--- config.mk ---
export PLATFORM = sky130hd
export DESIGN_NAME = cl3_multivector_product
export DESIGN_NICKNAME = d
export VERILOG_FILES = /design/src/cl3mvp_pkg.sv /design/src/cl3_multivector_product.sv
export VERILOG_INCLUDE_DIRS = /design/src /design/src/src
export SDC_FILE = /design/constraint.sdc
export NUM_CORES = 1
export LEC_CHECK = 0
export BUFFER_PORTS_ARGS = -buffer_cell sky130_fd_sc_hd__buf_2
export CORE_AREA = 8 8 240 300
export DETAILED_ROUTE_END_ITERATION = 10
export DIE_AREA = 0 0 248 308
export PLACE_DENSITY = 0.53
export SLEW_MARGIN = 5
export SYNTH_ARGS = -nofsm -noshare
export SYNTH_HDL_FRONTEND = slang
export SYNTH_SLANG_ARGS = --single-unit
export TNS_END_PERCENT = 10
--- constraint.sdc ---
create_clock -name clock -period 11.15 [get_ports clock]
set_input_delay 1.115 -clock clock [delete_from_list [all_inputs] [get_ports clock]]
set_output_delay 1.115 -clock clock [all_outputs]
set_load 0.01 [all_outputs]
--- src/cl3_multivector_product_assert.svh ---
// Assertion macros for the Cl(3,0) product block
`ifndef CL3_MULTIVECTOR_PRODUCT_ASSERT_SVH
`define CL3_MULTIVECTOR_PRODUCT_ASSERT_SVH

// Same-cycle implication, checked on every rising clock outside reset
`define CL3_ASSERT_NOW(label, ante, cons, msg) \
   label: assert property (@(posedge clock) disable iff (reset) (ante) |-> (cons)) \
      else $error(msg);

// Next-cycle implication, checked on every rising clock outside reset
`define CL3_ASSERT_NEXT(label, ante, cons, msg) \
   label: assert property (@(posedge clock) disable iff (reset) (ante) |=> (cons)) \
      else $error(msg);

`endif

--- src/cl3mvp_pkg.sv ---
package cl3mvp_pkg;

   // Operand and sum widths
   localparam int CompWidth   = 16;
   localparam int ProdWidth   = 2 * CompWidth;
   localparam int ResWidth    = 35;
   localparam int IndexWidth  = 3;
   localparam int OpWidth     = 2;
   localparam int ReqDataBits = IndexWidth + 2 * CompWidth;
   localparam int ReqDataWidth = ((ReqDataBits + 7) / 8) * 8;
   localparam int RspDataBits = IndexWidth + ResWidth;
   localparam int RspDataWidth = ((RspDataBits + 7) / 8) * 8;

   typedef logic [IndexWidth-1:0] blade_type;

   typedef enum logic [OpWidth-1:0] {
      OP_GEOMETRIC = 2'd0,
      OP_OUTER     = 2'd1,
      OP_LEFT_CONT = 2'd2,
      OP_SCALAR    = 2'd3
   } op_type;

   // Blade index <-> basis bit mask; the mapping is its own inverse
   function automatic blade_type blade_mask(input blade_type idx);
      blade_type m;
      case (idx)
         3'd0:    m = 3'd0;
         3'd1:    m = 3'd1;
         3'd2:    m = 3'd2;
         3'd3:    m = 3'd4;
         3'd4:    m = 3'd3;
         3'd5:    m = 3'd5;
         3'd6:    m = 3'd6;
         default: m = 3'd7;
      endcase
      return m;
   endfunction

   function automatic logic [1:0] grade_of(input blade_type m);
      return 2'(m[0]) + 2'(m[1]) + 2'(m[2]);
   endfunction

   // Odd number of swaps to bring ma*mb into canonical order flips the sign
   function automatic logic product_negative(input blade_type ma, input blade_type mb);
      logic par;
      par = 1'b0;
      for (int b = 0; b < 3; b++) begin
         if (ma[b]) begin
            par = par ^ (^(mb & blade_type'((1 << b) - 1)));
         end
      end
      return par;
   endfunction

   // Grade filter of each product kind
   function automatic logic term_kept(input op_type op, input blade_type ma,
                                      input blade_type mb);
      logic [1:0] ga;
      logic [1:0] gb;
      logic [1:0] gc;
      logic       keep;
      ga = grade_of(ma);
      gb = grade_of(mb);
      gc = grade_of(ma ^ mb);
      case (op)
         OP_OUTER:     keep = ({1'b0, gc} == ({1'b0, ga} + {1'b0, gb}));
         OP_LEFT_CONT: keep = (ga <= gb) && (gc == gb - ga);
         default:      keep = 1'b1;
      endcase
      return keep;
   endfunction

endpackage

--- src/cl3_multivector_product.sv ---
// Channel | Dir | Beat contents
// req_    | in  | tdata: component_index, a_component, b_component; tuser: operation;
//         |     | tlast: last_component (starts the product)
// rsp_    | out | tdata: result_index, result_value; tlast: result_last
//
// One shared multiplier feeds one accumulator; result blades are worked one at a time.
// Per result blade: a multiply pass over all eight terms, a drain state, then the output
// beat. A full product gives all eight result blades, a scalar product only blade 0.
// Loading beats are taken while idle; req_tready is low from a tlast beat until the
// final result beat is taken. Reset (synchronous) zeroes both operand stores.
// A low rsp_tready holds the result beat and the whole sequencer.
module cl3_multivector_product
   import cl3mvp_pkg::*;
(
   input  logic                    clock,
   input  logic                    reset,
   input  logic                    req_tvalid,
   output logic                    req_tready,
   // [2:0] component_index, [18:3] a_component, [34:19] b_component, rest zero
   input  logic [ReqDataWidth-1:0] req_tdata,
   // [1:0] operation
   input  logic [OpWidth-1:0]      req_tuser,
   input  logic                    req_tlast,
   output logic                    rsp_tvalid,
   input  logic                    rsp_tready,
   // [2:0] result_index, [37:3] result_value, rest zero
   output logic [RspDataWidth-1:0] rsp_tdata,
   output logic                    rsp_tlast
);

   typedef enum logic [3:0] {
      S_IDLE  = 4'b0001,
      S_MAC   = 4'b0010,
      S_DRAIN = 4'b0100,
      S_OUT   = 4'b1000
   } state_type;

   state_type                    state_ff, state_in;
   op_type                       op_ff, op_in;
   blade_type                    i_ff, i_in;
   blade_type                    k_ff, k_in;
   logic signed [CompWidth-1:0]  a_store_ff [8];
   logic signed [CompWidth-1:0]  b_store_ff [8];
   logic signed [ProdWidth-1:0]  prod_ff;
   logic                         neg_ff;
   logic                         keep_ff;
   logic                         term_vld_ff, term_vld_in;
   logic signed [ResWidth-1:0]   acc_ff, acc_in;
   logic signed [ResWidth-1:0]   term_ext;

   logic                         req_beat;
   logic                         rsp_beat;
   blade_type                    req_index;
   blade_type                    ma, mb, j_idx;

   assign req_beat  = req_tvalid && req_tready;
   assign rsp_beat  = rsp_tvalid && rsp_tready;
   assign req_index = req_tdata[IndexWidth-1:0];

   assign req_tready = (state_ff == S_IDLE);
   assign rsp_tvalid = (state_ff == S_OUT);
   assign rsp_tlast  = (k_ff == blade_type'(7)) || (op_ff == OP_SCALAR);
   assign rsp_tdata  = RspDataWidth'({acc_ff, k_ff});

   // Pick the right-hand blade that lands on result blade k
   assign ma    = blade_mask(i_ff);
   assign mb    = ma ^ blade_mask(k_ff);
   assign j_idx = blade_mask(mb);

   // Store operand pairs on every loading beat
   always_ff @(posedge clock) begin
      if (reset) begin
         for (int n = 0; n < 8; n++) begin
            a_store_ff[n] <= '0;
            b_store_ff[n] <= '0;
         end
      end else if (req_beat) begin
         a_store_ff[req_index] <= req_tdata[IndexWidth +: CompWidth];
         b_store_ff[req_index] <= req_tdata[IndexWidth + CompWidth +: CompWidth];
      end
   end

   // Multiply stage: one term per cycle while the sequencer is in S_MAC
   always_ff @(posedge clock) begin
      prod_ff <= a_store_ff[i_ff] * b_store_ff[j_idx];
      neg_ff  <= product_negative(ma, mb);
      keep_ff <= term_kept(op_ff, ma, mb);
   end

   assign term_ext = ResWidth'(prod_ff);

   // Sequencer
   always_comb begin
      state_in    = state_ff;
      op_in       = op_ff;
      i_in        = i_ff;
      k_in        = k_ff;
      acc_in      = acc_ff;
      term_vld_in = 1'b0;
      if (term_vld_ff && keep_ff) begin
         acc_in = neg_ff ? (acc_ff - term_ext) : (acc_ff + term_ext);
      end
      case (state_ff)
         S_IDLE: begin
            if (req_beat && req_tlast) begin
               op_in    = op_type'(req_tuser);
               i_in     = '0;
               k_in     = '0;
               acc_in   = '0;
               state_in = S_MAC;
            end
         end
         S_MAC: begin
            term_vld_in = 1'b1;
            i_in        = i_ff + 1'b1;
            if (i_ff == blade_type'(7)) begin
               state_in = S_DRAIN;
            end
         end
         S_DRAIN: begin
            state_in = S_OUT;
         end
         S_OUT: begin
            if (rsp_beat) begin
               if (rsp_tlast) begin
                  state_in = S_IDLE;
               end else begin
                  k_in     = k_ff + 1'b1;
                  i_in     = '0;
                  acc_in   = '0;
                  state_in = S_MAC;
               end
            end
         end
         default: begin
            state_in = S_IDLE;
         end
      endcase
   end

   // Control registers
   always_ff @(posedge clock) begin
      if (reset) begin
         state_ff    <= S_IDLE;
         op_ff       <= OP_GEOMETRIC;
         term_vld_ff <= 1'b0;
      end else begin
         state_ff    <= state_in;
         op_ff       <= op_in;
         term_vld_ff <= term_vld_in;
      end
   end

   // Counters and accumulator
   always_ff @(posedge clock) begin
      i_ff   <= i_in;
      k_ff   <= k_in;
      acc_ff <= acc_in;
   end

`include "cl3_multivector_product_assert.svh"

   `CL3_ASSERT_NOW(a_no_overlap, rsp_tvalid, !req_tready, "input taken while a result is pending")
   `CL3_ASSERT_NOW(a_scalar_single, rsp_tvalid && (op_ff == OP_SCALAR), rsp_tlast && (k_ff == '0), "scalar product must give one beat for blade 0")
   `CL3_ASSERT_NEXT(a_start, req_beat && req_tlast, (state_ff == S_MAC) && (i_ff == '0) && (k_ff == '0), "tlast beat did not start the product")
   `CL3_ASSERT_NEXT(a_next_blade, rsp_beat && !rsp_tlast, (state_ff == S_MAC) && (i_ff == '0) && (acc_ff == '0), "next result blade did not restart cleanly")

endmodule
======== Word-level counts from Yosys, hierarchy flattened ========
Memory sizes are Yosys's and may differ from the RTL's. A register that Yosys moved wholly into a read port is not among the register bits.
Cells that the tools add are included.
word-level totals
  bits in registers ....................... 82
  bits in writable memories ............... 256
  input port bits ......................... 47
  output and inout port bits .............. 43
  word-level logic and storage cells ...... 117
  memories ................................ 2
cells by class
  add/subtract/negate cells ............... 12
  multipliers ............................. 1
  order comparisons ....................... 1
  eq/ne operators ......................... 33
  mux-type cells .......................... 37
  bitwise operators ....................... 3
  reduce and logical (&&, ||, !) cells .... 19
memory list
  name        depth  width  read ports  clocked after memory_dff  write ports  RTL line                       RTL
  a_store_ff  8      16     1           1                         8            cl3_multivector_product.sv:42  logic signed [CompWidth-1:0] a_store_ff [8];
  b_store_ff  8      16     1           0                         8            cl3_multivector_product.sv:43  logic signed [CompWidth-1:0] b_store_ff [8];
operators with widths
  cell                                                             count
  35-bit two-way mux                                               5
  35-bit case mux with 2 select lines                              1
  3-bit case mux with 7 select lines                               3
  35-bit by 32-bit adder with 35-bit output                        1
  35-bit by 32-bit subtractor with 35-bit output                   1
  3-bit == test, second input constant                             11
  16-bit by 16-bit multiplier with 32-bit output                   1
  16-bit two-way mux                                               2
  16-bit OR reduction                                              2
  3-bit two-way mux                                                8
  3-bit by 2-bit == test with 1-bit output, second input constant  6
  4-bit case mux with 4 select lines                               1
  4-bit two-way mux                                                3
  1-bit two-way mux                                                10
  3-bit by 1-bit == test with 1-bit output, second input constant  3
  3-bit zero test                                                  3
  3-bit case mux with 3 select lines                               1
  4-bit AND reduction                                              2
  1-bit by 1-bit adder with 2-bit output                           3
  2-bit by 1-bit adder with 2-bit output                           3
  3-bit by 1-bit adder with 3-bit output, second input constant    2
  3-bit case mux with 2 select lines                               1
  3-bit XOR reduction                                              2
  3-bit XOR                                                        2
  other kinds (22)                                                 29

======== Depth between registers and ports, before layout ========
  depth in word-level cells ............... 9
  gate-level depth with buffers ........... 39

======== Worst setup path before layout ========
OpenSTA, ideal clock, no wires.
  kind .................................... register -> register
  start ................................... reg k_ff[0]
  end ..................................... reg prod_ff[25]
  setup time .............................. 0.072 ns
  arrival ................................. 8.410 ns
  data required time ...................... 11.078 ns
  setup slack ............................. 2.668 ns
  cell stages (with the launch flop) ...... 31
  buffers on the path ..................... 4
  cell sequence ........................... edfxtp_1 > ha_1 > ha_1 > o31ai_1 > xor2_1 > a21o_1 > buf_6 > buf_6 > mux4_2 > a32oi_2 > buf_2 > nor2_1 > fa_1 > inv_1 > fa_1 > fa_1 > inv_1 > fa_1 > fa_1 > fa_1 > ha_1 > clkbuf_1 > a211oi_1 > nand2_1 > o31a_1 > o41a_1 > o21a_1 > nor2_1 > o21bai_1 > a21oi_1 > xnor2_1
on the way
  cells in the longest elaborated chain, start to end .. 7
  elaborated cells on any way between the ends .. 19
  those cells by class .................... 1 x mul; 12 x eq/ne; 2 x mux; 1 x bitwise; 2 x reduce/logical; 1 x memory
ends and longest elaborated chain
  element                                           RTL line                        RTL
  start: declaration                                cl3_multivector_product.sv:41   blade_type k_ff, k_in;
  start signal: assignment                          cl3_multivector_product.sv:157  k_ff <= k_in;
  3-bit == test (tied with other cells)             cl3mvp_pkg.sv:26                case (idx)
  3-bit case mux with 7 select lines *              cl3mvp_pkg.sv:26
  3-bit XOR *                                       cl3_multivector_product.sv:67   assign mb = ma ^ blade_mask(k_ff);
  3-bit == test (tied with other cells)             cl3mvp_pkg.sv:26
  3-bit case mux with 7 select lines *              cl3mvp_pkg.sv:26
  memory read 8 x 16 bit *                          --
  16-bit by 16-bit multiplier with 32-bit output *  cl3_multivector_product.sv:85   prod_ff <= a_store_ff[i_ff] * b_store_ff[j_idx];
  end signal: assignment                            cl3_multivector_product.sv:85
  end: declaration                                  cl3_multivector_product.sv:44   logic signed [ProdWidth-1:0] prod_ff;
Every way passes the cells marked *; elsewhere a longest branch is shown, timed or not.
A chain may end at the register's enable or synchronous reset.

======== Worst setup path in the final report ========
  start ................................... reg k_ff[0]
  end ..................................... reg prod_ff[30]
Same word-level chain as after synthesis.

==> results.toml <==
[critical_path]
cp.depth = 33
r2r_cells = 33
worstPathMaxFanout = 17
cp-end-kind = "flop"
path_buf_inv = 7
crit_arrival_ns = 10.27
worstPathRequired_ns = 11.59
worstSetupStartpointType = "flop"
cpMaxStageDelayCell = "a221o_1"
crit_family = "adder cells"
crit_type = "flop to flop"
critPathMaxStageDelay_ns = 0.61
crit_top_cell = "fa_1"

[placement]
place_area_sq_um = 28200
place_ws_ns = 1.28
dpl.hpwl_mm = 49.7
place.gp.congestion = 0.835
port_buffers = 82

[clocking]
htreeDepth = 2
cts_tree = "yes"
cts_max_path_buffers = 3
cts_setup_buffers = 0
cts_root_buffer = "clkbuf_16"
ctsHoldBuffers = 0
insertion_delay_ns = 0.56
cts_resized = 0
clkTransAtPathRegs_ns = 0.06
cts_made_buffers = 39
cts_sinks = 341

[floorplanning]
die_x_um = 248
start_util_pct = 39.6
core_area_sq_um = 67300
io_pins = 90
rows = 107
die_y_um = 308
dieArea_sq_um = 76400

[hold_path]
hold_path.class = "flop to flop"
hold_depth = 2

[synth]
yosys-top-cells-count = "335 x inv_1, 271 x and2_1, 267 x fa_1, 262 x edfxtp_1, 226 x nor2_1"
ys_ff_latch = 341
syn_inst = 2520
syn_avg_cell_area_sq_um = 10.6
yosysTopAreaCell = "edfxtp_1"
synth_ff_type = "edfxtp_1"
synth-edff-count = 262
syn-cell-area_sq_um = 26700
yosysUniqueCellTypes = 79
yosys-top-cells-area = "edfxtp_1 29%, fa_1 20%, ha_1 6.4%"
async_flop_share_pct = 0
synth_warnings = 0
synth.most_common_cell = "inv_1"
yosysSeqAreaShare_pct = 35.4
yosysTopAreaCellShare_pct = 29.5

[routing]
vias_per_cell = 5.08
dr_total_vias = 17800
wire_per_inst_um = 19.3
drtIter0Drc = 809
drtPass1Iterations = 5
drcViolationCount = 0
wl_mm = 67.5
antenna_left = 0

[grt]
antenna_found_initial = 3
grt_pass1_wl_mm = 108
grt_max_degree = 41
overflow = 0
grt_pass1_vias = 19400
track_usage_pct = 18.1

[timing]
fin_crit_sh_pct = 88.2
setup_violations = 0
finClkSkew_ns = 0.0205
fin_crit_ns = 9.83
whs_ns = 0.473
final_max_slew_viol_count = 0
slew_headroom_pct = 20.0
rsz0062_at_grt = "false"
finalHoldViolCount = 0
fin_tns_setup_ns = 0
fmax_ghz = 0.102
worst_pin_slew_ns = 1.17
fin_ws_ns = 1.32

[final_layout]
design_area_sq_um = 29400
area_growth_pct = 10.4
drive_above_1_share_pct = 10.8
fin_nets = 3048

[status]
status = "completed"

[flow_run]
maxCapViolations = 0
[area by class of cell]
class	count	area, sq um
diodes	1	2.50
clock inverters	23	234
clock buffers	48	1030
multi-input cells	1755	15600
inverters	338	1270
repair buffers	123	718
well taps	872	1090
flip-flops and latches	341	9450
fillers	6415	37900
[cell usage in the layout, fill, tap and decap left out, types with 6 or more instances in the layout]
cell / n
a21oi_1: 120
and3_1: 10
or2_2: 15
clkbuf_1: 8
or3_1: 11
o21a_1: 18
and2_1: 271
clkbuf_16: 40
o21ai_0: 52
inv_1: 335
nor4_1: 7
edfxtp_1: 262
nand2_1: 207
xor2_1: 19
o22ai_1: 7
nor2_1: 219
a211oi_1: 10
xnor2_1: 78
mux2i_1: 23
nor2b_1: 14
mux4_2: 45
dfxtp_1: 78
nor3_1: 26
mux2_2: 11
buf_2: 82
ha_1: 136
nand4_1: 6
nand3_1: 14
buf_4: 41
fa_1: 267
nand3b_1: 6
o21bai_1: 9
nand2b_1: 25
clkinv_2: 11
a21o_1: 35
[cells by family after synthesis]
logic type,share of synthesized area [%]
AOI/OAI and AO/OA,7.31
xor gates and xnor gates,3.34
adders and majority gates,26.4
buffers and inverters,6.12
DFF,35.4
muxes,5.30
other,0.0141
and+or+nand+nor,16.1
[per-stage QoR]
| step | utilization [%] | instances |
|---|---|---|
| 2_1_floorplan | - | 2521 |
| 6_report | 43.7 | 3501 |
| 5_1_grt | 43.7 | 3500 |
| 3_5_place_dp | 41.8 | 3429 |
| 4_1_cts | 43.7 | 3500 |
| 3_3_place_gp | 41.8 | 3429 |
[path summary, 6_finish.rpt]
kind	start	endpoint	slack (ns)
worst max register to register	k_ff[0]	prod_ff[30]	1.32
worst min-delay path	acc_ff[18]	acc_ff[18]	0.47
worst max-delay path	k_ff[0]	prod_ff[30]	1.32
worst min register to register	acc_ff[18]	acc_ff[18]	0.47
[per-layer routing]
| layer | global-route usage, % | vias up | share of wire, % |
|---|---|---|---|
| li1 | - | 8466 | - |
| met1 | 22.2 | 8866 | 43 |
| met2 | 32.7 | 334 | 51 |
| met3 | 2.66 | 108 | 3.8 |
| met4 | 5.00 | 4 | 2.5 |
| met5 | 0 | - | 0.040 |
[sequential cells by signal (all words and copies together), names as in the netlist, named ones only]
signal and flops:
a_store_ff 128, acc_ff 35, b_store_ff 128, i_ff 3
k_ff 3, keep_ff 1, neg_ff 1, op_ff 2
prod_ff 32, state_ff 4, term_vld_ff 1
[worst reg2reg max path, delay by kind of cell (launching register included)]
family          cells  cell delay (ns)
fa+ha+maj           9             3.84
compound gates      6             1.88
simple gates        8             1.60
buf+inv             7             1.15
mux                 1             0.56
flops               1             0.45
xor+xnor            2             0.27
Power is left out: the tool's default activity adds up to more than one toggle a clock period on the data nets, which glitch-free logic cannot reach.
